--- config.mk ---
export PLATFORM = sky130hd
export DESIGN_NAME = limit_switch_motion_sequencer
export DESIGN_NICKNAME = d
export VERILOG_FILES = /design/src/rtl/core/lsms_pkg.sv /design/src/rtl/core/limit_switch_motion_sequencer.sv
export SDC_FILE = /design/constraint.sdc
export NUM_CORES = 1
export LEC_CHECK = 0
export BUFFER_PORTS_ARGS = -buffer_cell sky130_fd_sc_hd__buf_2
export CAP_MARGIN = 30
export CORE_AREA = 2 2 165 86
export DETAILED_ROUTE_END_ITERATION = 8
export DIE_AREA = 0 0 167 88
export PLACE_DENSITY = 0.9
export REMOVE_ABC_BUFFERS = 1
export SLEW_MARGIN = 0
export SYNTH_ARGS = -nofsm -noshare
export SYNTH_HDL_FRONTEND = slang
export SYNTH_SLANG_ARGS = --single-unit
--- constraint.sdc ---
create_clock -name aclk -period 6.3 [get_ports aclk]
set_input_delay 1.26 -clock aclk [delete_from_list [all_inputs] [get_ports aclk]]
set_output_delay 1.26 -clock aclk [all_outputs]
set_load 0.005 [all_outputs]
--- src/rtl/core/lsms_pkg.sv ---
// Shared types, codes and helpers for the limit switch motion sequencer.
`timescale 1ns / 1ps

package lsms_pkg;

    localparam int TimerBits = 16;
    localparam int CmpW      = (TimerBits > 16) ? TimerBits : 16;

    localparam logic MODE_RAISE = 1'b0;
    localparam logic MODE_LOWER = 1'b1;

    // Pulse phase codes
    localparam logic [1:0] PH_OFF   = 2'd0;
    localparam logic [1:0] PH_ON    = 2'd1;
    localparam logic [1:0] PH_FIRST = 2'd2;

    // Status codes as seen on the result channel
    localparam logic [2:0] CODE_NOT_STARTED = 3'd0;
    localparam logic [2:0] CODE_WORKING     = 3'd1;
    localparam logic [2:0] CODE_DONE        = 3'd2;
    localparam logic [2:0] CODE_COMPLETE    = 3'd3;
    localparam logic [2:0] CODE_ERROR       = 3'd4;

    // Register indexes on the configuration port
    localparam logic [2:0] REG_RAISE_TIMEOUT = 3'd0;
    localparam logic [2:0] REG_LOWER_TIMEOUT = 3'd1;
    localparam logic [2:0] REG_FIRST_ON      = 3'd2;
    localparam logic [2:0] REG_PULSE_ON      = 3'd3;
    localparam logic [2:0] REG_PULSE_OFF     = 3'd4;

    typedef enum logic [4:0] {
        ST_NOT_STARTED = 5'b00001,
        ST_WORKING     = 5'b00010,
        ST_DONE        = 5'b00100,
        ST_COMPLETE    = 5'b01000,
        ST_ERROR       = 5'b10000
    } status_t;

    function automatic logic [2:0] status_code(input status_t st);
        logic [2:0] code;
        unique case (st)
            ST_NOT_STARTED: code = CODE_NOT_STARTED;
            ST_WORKING:     code = CODE_WORKING;
            ST_DONE:        code = CODE_DONE;
            ST_COMPLETE:    code = CODE_COMPLETE;
            ST_ERROR:       code = CODE_ERROR;
            default:        code = CODE_NOT_STARTED;
        endcase
        return code;
    endfunction

endpackage

--- src/rtl/core/limit_switch_motion_sequencer.sv ---
// Limit switch motion sequencer: poll stepping, result buffering and registers.
`timescale 1ns / 1ps
//
// Usage
//   Each request on the s_ channel is one poll of the raise sequence
//   (s_tuser = 0) or the lower sequence (s_tuser = 1). The poll adds its
//   tick count to a saturating elapsed timer, optionally restarts, steps
//   the shared status and answers with one result on the m_ channel:
//   status code, motor drive and hold magnet.
//   The result is registered at the accepting edge (in the skid entry while
//   a result waits). Throughput: one poll per cycle while s_tready is high;
//   state updates at the accepting edge, a single pass of compare and add logic.
//   A two-entry result buffer (output register plus skid) lets a poll be
//   taken while one finished result waits; s_tready drops only when both
//   entries are full, i.e. after the receiver stalls two results.
//   Configuration: APB registers raise_timeout, lower_timeout,
//   first_on_ticks, pulse_on_ticks, pulse_off_ticks at 0x0..0x10.
//   Write them only while no poll is in flight.
//   Reset (aresetn low, synchronous) returns the status to not started,
//   clears timer, phase and mark, turns motor and magnet off, empties the
//   result buffer and loads the default register values.
module limit_switch_motion_sequencer (
    input  logic        aclk,
    input  logic        aresetn,
    // poll requests
    input  logic        s_tvalid,
    output logic        s_tready,
    input  logic [15:0] s_tdata,   // [0] restart, [1] switch_up, [2] switch_down,
                                   // [10:3] ticks_passed, [15:11] zero
    input  logic [0:0]  s_tuser,   // [0] mode
    // results
    output logic        m_tvalid,
    input  logic        m_tready,
    output logic [7:0]  m_tdata,   // [2:0] status, [3] motor_drive, [4] magnet_hold,
                                   // [7:5] zero
    // configuration
    input  logic        psel,
    input  logic        penable,
    input  logic        pwrite,
    input  logic [4:0]  paddr,
    input  logic [31:0] pwdata,
    output logic [31:0] prdata,
    output logic        pready
);

    localparam int TW = lsms_pkg::TimerBits;
    localparam int CW = lsms_pkg::CmpW;

    // ---------------- configuration registers ----------------
    logic [15:0] raise_timeout_reg;
    logic [15:0] lower_timeout_reg;
    logic [7:0]  first_on_reg;
    logic [7:0]  pulse_on_reg;
    logic [7:0]  pulse_off_reg;
    logic        cfg_write;
    logic [2:0]  cfg_index;

    assign pready    = 1'b1;
    assign cfg_write = psel && penable && pwrite && pready;
    assign cfg_index = paddr[4:2];

    always_ff @(posedge aclk) begin
        if (!aresetn) begin
            raise_timeout_reg <= 16'd3000;
            lower_timeout_reg <= 16'd3000;
            first_on_reg      <= 8'd34;
            pulse_on_reg      <= 8'd10;
            pulse_off_reg     <= 8'd5;
        end else if (cfg_write) begin
            unique case (cfg_index)
                lsms_pkg::REG_RAISE_TIMEOUT: raise_timeout_reg <= pwdata[15:0];
                lsms_pkg::REG_LOWER_TIMEOUT: lower_timeout_reg <= pwdata[15:0];
                lsms_pkg::REG_FIRST_ON:      first_on_reg      <= pwdata[7:0];
                lsms_pkg::REG_PULSE_ON:      pulse_on_reg      <= pwdata[7:0];
                lsms_pkg::REG_PULSE_OFF:     pulse_off_reg     <= pwdata[7:0];
                default: ;  // drop writes to unknown addresses
            endcase
        end
    end

    always_comb begin
        unique case (cfg_index)
            lsms_pkg::REG_RAISE_TIMEOUT: prdata = {16'd0, raise_timeout_reg};
            lsms_pkg::REG_LOWER_TIMEOUT: prdata = {16'd0, lower_timeout_reg};
            lsms_pkg::REG_FIRST_ON:      prdata = {24'd0, first_on_reg};
            lsms_pkg::REG_PULSE_ON:      prdata = {24'd0, pulse_on_reg};
            lsms_pkg::REG_PULSE_OFF:     prdata = {24'd0, pulse_off_reg};
            default:                     prdata = 32'd0;
        endcase
    end

    // ---------------- poll fields ----------------
    logic       in_mode;
    logic       in_restart;
    logic       in_up;
    logic       in_down;
    logic [7:0] in_ticks;

    assign in_mode    = s_tuser[0];
    assign in_restart = s_tdata[0];
    assign in_up      = s_tdata[1];
    assign in_down    = s_tdata[2];
    assign in_ticks   = s_tdata[10:3];

    // ---------------- sequencer state ----------------
    lsms_pkg::status_t status_reg, status_next, status_start;
    logic [TW-1:0] elapsed_reg, elapsed_next;
    logic [TW-1:0] mark_reg, mark_next;
    logic [1:0]    phase_reg, phase_next;
    logic          motor_reg, motor_next;
    logic          magnet_reg, magnet_next;

    logic [TW:0]   elapsed_sum;
    logic [TW-1:0] elapsed_sat;
    logic [TW-1:0] since_mark;
    logic          raise_expired;
    logic          lower_expired;

    // Add ticks first and hold at all ones instead of wrapping.
    assign elapsed_sum   = {1'b0, elapsed_reg} + (TW + 1)'(in_ticks);
    assign elapsed_sat   = elapsed_sum[TW] ? {TW{1'b1}} : elapsed_sum[TW-1:0];
    assign since_mark    = elapsed_sat - mark_reg;
    assign raise_expired = CW'(elapsed_sat) > CW'(raise_timeout_reg);
    assign lower_expired = CW'(elapsed_sat) > CW'(lower_timeout_reg);
    assign status_start  = in_restart ? lsms_pkg::ST_NOT_STARTED : status_reg;

    always_comb begin
        status_next  = status_start;
        elapsed_next = elapsed_sat;
        mark_next    = mark_reg;
        phase_next   = phase_reg;
        motor_next   = motor_reg;
        magnet_next  = magnet_reg;
        if (in_mode == lsms_pkg::MODE_RAISE) begin
            unique case (status_start)
                lsms_pkg::ST_NOT_STARTED: begin
                    if (in_up) begin
                        status_next = lsms_pkg::ST_DONE;
                    end else begin
                        // Start raising: energize both, run the initial on phase.
                        motor_next   = 1'b1;
                        magnet_next  = 1'b1;
                        elapsed_next = '0;
                        mark_next    = '0;
                        phase_next   = lsms_pkg::PH_FIRST;
                        status_next  = lsms_pkg::ST_WORKING;
                    end
                end
                lsms_pkg::ST_WORKING: begin
                    if (in_up) begin
                        status_next = lsms_pkg::ST_DONE;
                    end else if (raise_expired) begin
                        motor_next  = 1'b0;
                        magnet_next = 1'b0;
                        status_next = lsms_pkg::ST_ERROR;
                    end else begin
                        case (phase_reg)
                            lsms_pkg::PH_FIRST: begin
                                // Motor keeps running into the first off phase.
                                if (since_mark >= TW'(first_on_reg)) begin
                                    mark_next  = elapsed_sat;
                                    phase_next = lsms_pkg::PH_OFF;
                                end
                            end
                            lsms_pkg::PH_ON: begin
                                if (since_mark >= TW'(pulse_on_reg)) begin
                                    mark_next  = elapsed_sat;
                                    phase_next = lsms_pkg::PH_OFF;
                                    motor_next = 1'b0;
                                end
                            end
                            lsms_pkg::PH_OFF: begin
                                if (since_mark >= TW'(pulse_off_reg)) begin
                                    mark_next  = elapsed_sat;
                                    phase_next = lsms_pkg::PH_ON;
                                    motor_next = 1'b1;
                                end
                            end
                            default: ;  // unused phase code: no pulse action
                        endcase
                    end
                end
                lsms_pkg::ST_DONE: begin
                    motor_next  = 1'b0;
                    status_next = lsms_pkg::ST_COMPLETE;
                end
                default: ;  // complete and error hold until restart
            endcase
        end else begin
            unique case (status_start)
                lsms_pkg::ST_NOT_STARTED: begin
                    if (in_down) begin
                        status_next = lsms_pkg::ST_DONE;
                    end else begin
                        magnet_next  = 1'b0;
                        elapsed_next = '0;
                        status_next  = lsms_pkg::ST_WORKING;
                    end
                end
                lsms_pkg::ST_WORKING: begin
                    if (in_down) begin
                        status_next = lsms_pkg::ST_DONE;
                    end else if (lower_expired) begin
                        status_next = lsms_pkg::ST_ERROR;
                    end
                end
                lsms_pkg::ST_DONE: begin
                    status_next = lsms_pkg::ST_COMPLETE;
                end
                default: ;
            endcase
        end
    end

    // ---------------- handshake and result buffer ----------------
    logic       s_accept;
    logic       m_drain;
    logic [7:0] result;
    logic       out_valid_reg;
    logic [7:0] out_data_reg;
    logic       skid_valid_reg;
    logic [7:0] skid_data_reg;

    assign s_tready = !skid_valid_reg;
    assign s_accept = s_tvalid && s_tready;
    assign m_drain  = out_valid_reg && m_tready;
    assign result   = {3'd0, magnet_next, motor_next, lsms_pkg::status_code(status_next)};
    assign m_tvalid = out_valid_reg;
    assign m_tdata  = out_data_reg;

    // Advance the state at every accepted poll.
    always_ff @(posedge aclk) begin
        if (!aresetn) begin
            status_reg  <= lsms_pkg::ST_NOT_STARTED;
            elapsed_reg <= '0;
            mark_reg    <= '0;
            phase_reg   <= lsms_pkg::PH_OFF;
            motor_reg   <= 1'b0;
            magnet_reg  <= 1'b0;
        end else if (s_accept) begin
            status_reg  <= status_next;
            elapsed_reg <= elapsed_next;
            mark_reg    <= mark_next;
            phase_reg   <= phase_next;
            motor_reg   <= motor_next;
            magnet_reg  <= magnet_next;
        end
    end

    always_ff @(posedge aclk) begin
        if (!aresetn) begin
            out_valid_reg  <= 1'b0;
            skid_valid_reg <= 1'b0;
        end else if (m_drain) begin
            if (skid_valid_reg) begin
                // Skid full means s_tready is low: no new poll this cycle.
                out_data_reg   <= skid_data_reg;
                skid_valid_reg <= 1'b0;
            end else begin
                out_valid_reg <= s_accept;
                if (s_accept) begin
                    out_data_reg <= result;
                end
            end
        end else if (s_accept) begin
            if (!out_valid_reg) begin
                out_data_reg  <= result;
                out_valid_reg <= 1'b1;
            end else begin
                // Hold the result aside while the receiver stalls.
                skid_data_reg  <= result;
                skid_valid_reg <= 1'b1;
            end
        end
    end

`ifndef SYNTH
    // The skid entry is only ever filled behind a waiting output.
    assert property (@(posedge aclk) disable iff (!aresetn)
        skid_valid_reg |-> out_valid_reg)
        else $error("skid entry valid while output register empty");

    // Complete and error hold without restart.
    assert property (@(posedge aclk) disable iff (!aresetn)
        (s_accept && !in_restart &&
         (status_reg == lsms_pkg::ST_COMPLETE || status_reg == lsms_pkg::ST_ERROR))
        |=> ($stable(status_reg) && $stable(motor_reg) && $stable(magnet_reg)))
        else $error("terminal status changed without restart");

    // A restarted raise with the upper switch open starts the motor run.
    assert property (@(posedge aclk) disable iff (!aresetn)
        (s_accept && in_restart && in_mode == lsms_pkg::MODE_RAISE && !in_up)
        |=> (status_reg == lsms_pkg::ST_WORKING && motor_reg && magnet_reg &&
             phase_reg == lsms_pkg::PH_FIRST && elapsed_reg == '0))
        else $error("raise start did not energize motor and magnet");
`endif

endmodule
==> metrics.md <==
| Metric | Value |
|---|---|
| Vias per cell | `6.042` |
| WHS | `between 0.4 and 0.5 ns` |
| Post-CTS Repair Setup Buffers | `0` |
| Fmax achieved | `0.1650 GHz` |
| Pint | `1.240 mW` |
| VDD IR-drop max | `0.1453 mV` |
| Combinational share of power | `0.337` |
| Largest net degree at the start of global routing | `62` |
| Cell Pwr Density | `226.5 nW/um2` |
| Total GRT Usage | `0.2812` |
| CP max stage delay | `roughly 0.45 ns` |
| Max-slew violations | `0` |
| Initial core utilization | `0.5805` |
| Worst R2R Path Depth | `20` |
| Commonest cells after routing, fill and taps aside | `nand2_1 (119), inv_1 (100), dfxtp_1 (99)` |
| Hold Vio Cnt, Final | `0` |
| Area taken by flip-flops and latches | `approximately 2300 um2` |
| First-pass GRT wire length | `~33000 um` |
| Sw Pwr | `0.6715 mW` |
| Crit end category | `register` |
| Final period utilization | `0.9620` |
| Synth-to-layout area growth | `9.728%` |
| Syn_area_per_cell | `roughly 8.1 um2` |
| Hold path cells | `2` |
| Cts-stage hold buffer count | `0` |
| Async S/R FF share, synth | `0` |
| Buffers from clock root to sink, at most | `2` |
| Post-Syn Instances | `between 900 and 1000` |
| Die Height | `88 um` |
| Min Tclk post-route | `6.061 ns` |
| HP Start | `elapsed_reg[7]` |
| Initial antenna violation count | `0` |
| Yosys synthesis warning count | `0` |
| Rows | `30` |
| Setup TNS | `0 ns` |
| Worst R2R End | `mark_reg[13]` |
| Clock power frac | `0.282` |
| Worst Clk Skew | `about 0.012 ns` |
| Worst path top cell family by delay | `compound AO/OA/AOI/OAI gates` |
| Ports | `roughly 100` |
| Crit path DAT | `approximately 6.3 ns` |
| Status | `finished clean` |
| Switching Fraction | `0.3512` |
| PortBufs | `60` |
| Synth top area share | `0.2577` |
| Skew-Pair Late Insertion Delay | `between 0.3 and 0.4 ns` |
| Leakage dissipation | `between 3 and 4 nW` |
| H-tree levels | `3` |
| CP Buf/Inv Count | `3` |
| Crit-path max FO | `17` |
| Dpl hpwl | `~16000 um` |
| Commonest non-fill, non-tap cell in the layout | `nand2_1` |
| Clock Tree Root | `clkbuf_16` |
| EDFF count, synth | `10` |
| Worst Hold End | `elapsed_reg[7]` |
| Startpoint Class | `input port` |
| CP Cell Sequence | `buf_2 > ha_1 > fa_1 > a21o_1 > o21ai_1 > a32oi_1 > nand2_1 > or3_1 > buf_4 > nand2_1 > ha_1 > and2_1 > o2111ai_1 > a21oi_1 > o41ai_2 > o21ai_1 > xor2_1 > nand3_1 > o31a_1 > buf_4 > o22ai_1` |
| RePlAce Congestion | `a little under 1` |
| Vias | `approximately 7000` |
| Fillers | `1095` |
| RR Startpoint | `elapsed_reg[0]` |
| Post-DRT Antenna Nets | `0` |
| Max-cap viol count | `0` |
| Final setup fails | `0` |
| Seq pwr share | `0.380` |
| Relative slew margins | `0.2804` |
| DRC errors left | `0` |
| Pre-CTS WS | `0.1031 ns` |
| DR iter-0 viols | `roughly 970` |
| Worst-margin pin slew | `1.070 ns` |
| Num CTS Buffers | `9` |
| Drt first pass iters | `6` |
| Post-Route WL | `a little over 20000 um` |
| Clock Pin Slew Worst Setup and Hold Paths | `roughly 0.070 ns` |
| Share of layout cells above drive strength 1 | `0.1341` |
| CP max-delay cell | `ha_1` |
| Post-synth cell types | `81` |
| Setup ws final | `approximately 0.24 ns` |
| Post-Synthesis Cell Area | `~7700 um2` |
| Core ar. | `13250 um2` |
| Seq/Total Area, Yosys | `0.2967` |
| Top post-synthesis cells by area | `dfxtp_1 (26%), ha_1 (13%), nand2_1 (5.8%)` |
| Worst Hold Class | `reg2reg` |
| Synthesized flop and latch total | `roughly 110` |
| Die X | `about 170 um` |
| Die area | `14700 um2` |
| CTS tree | `yes` |
| Synth Flop Type | `dfxtp_1` |
| Reg2Reg Setup Slack | `around 0.96 ns` |
| Final nets | `~1100` |
| Crit path required time | `between 6 and 7 ns` |
| CP Class | `in2reg` |
| Multi-input logic area | `4811 um2` |
| Area leader, netlist | `dfxtp_1` |
| Clock sinks | `about 110` |
| Grt total ovfl | `0` |
| Avg WL per Cell | `roughly 18 um` |
| Final core area utilization | `0.6369` |
| Vias in the first global route | `~6400` |
-- logic make-up (layout without fill, tap and decap cells) --
| family | Yosys count | in the layout | share of synthesized area |
|---|---|---|---|
| AND/OR/NAND/NOR | 298 | 298 | 0.1824 |
| AO/OA/AOI/OAI | 242 | 242 | 0.2164 |
| buffers and inverters | 155 | 196 | 0.09012 |
| flip-flops | 109 | 109 | 0.2967 |
| adder cells (fa/ha/maj) | 84 | 84 | 0.1386 |
| multiplexers | 39 | 39 | 0.05320 |
| XOR/XNOR | 19 | 19 | 0.02164 |
| other | 2 | 21 | 0.0009764 |
-- how the worst max path moves through the flow --
stage                         endpoint  slack [ns]  startpoint  cells past startpoint
final                     mark_reg[13]        0.24  s_tdata[3]                     21
after global routing      mark_reg[13]       -0.02  s_tdata[3]                     24
after CTS                 mark_reg[13]        0.42  s_tdata[3]                     24
after detailed placement  mark_reg[13]        0.10  s_tdata[3]                     24
after global placement    mark_reg[12]        0.25  s_tdata[3]                     25
after floorplan           mark_reg[10]        0.27  s_tdata[3]                     22
-- cell type report --
type                            count  area share
Timing Repair Buffer               79     0.05634
Antenna cell                        1   0.0002965
Sequential cell                   109      0.2704
Inverter                          101     0.04492
Clock buffer                       11     0.02758
Tap cell                          176     0.02609
Multi-Input combinational cell    702      0.5701
Clock inverter                      5    0.004299
-- cell usage after synthesis, drive strengths merged, types with 3 or more instances --
library cell    n
o211ai         23
inv           100
o21bai          3
o22ai          26
buf            25
a31o            3
o21a            9
xnor2           7
a21o           16
and2b           3
o41ai           4
a21oi          61
nand4          11
nor2           73
o21ai          36
a31oi           6
nand3          26
o2111ai         6
xor2           12
edfxtp         10
and3            6
ha             82
or3             3
a211oi          5
dfxtp          99
mux2i          33
a21boi          3
nand2         119
nand2b         12
and2            7
clkbuf         29
mux2            5
nor3           12
a22oi          20
nor4            3
nor2b           9
nor4b           3
-- what timing repair did --
item / 4_1_cts / 5_1_grt
hold endpoints to repair: 0 / 0
setup endpoints to repair: 0 / 17
resized for setup: 0 / 3
-- worst min-delay path, stage by stage (launching register included) --
cell and delay, ns:
dfxtp_1 0.31, nand2_1 0.05, a21oi_1 0.05
-- power groups by stage --
| stage | clock (mW) | sequential, mW | combinational, mW |
|---|---|---|---|
| 2_1_floorplan | 0 | 0.741 | 0.419 |
| 3_3_place_gp | 0 | 0.742 | 0.580 |
| 3_5_place_dp | 0 | 0.743 | 0.610 |
| 4_1_cts | 0.543 | 0.727 | 0.616 |
| 5_1_grt | 0.571 | 0.729 | 0.708 |
| 6_report | 0.539 | 0.727 | 0.645 |
-- routing by layer --
layer	vias up	wire length [um]	GRT usage
li1	3417	-	-
met1	3277	9721	0.4111
met2	416	8458	0.4246
met3	44	2318	0.06869
met4	0	246	0.05172
met5	-	0	0
-- through the flow --
stage                     power (mW)  instances  instance area (um2)
after floorplan                1.159        912                 7445
after global placement         1.323       1165                 8118
after detailed placement       1.353       1166                 8125
after CTS                      1.886       1182                 8394
after global routing           2.008       1183                 8437
final                          1.912       1184                 8439
Note: power is estimated with default switching activity, not from simulation.
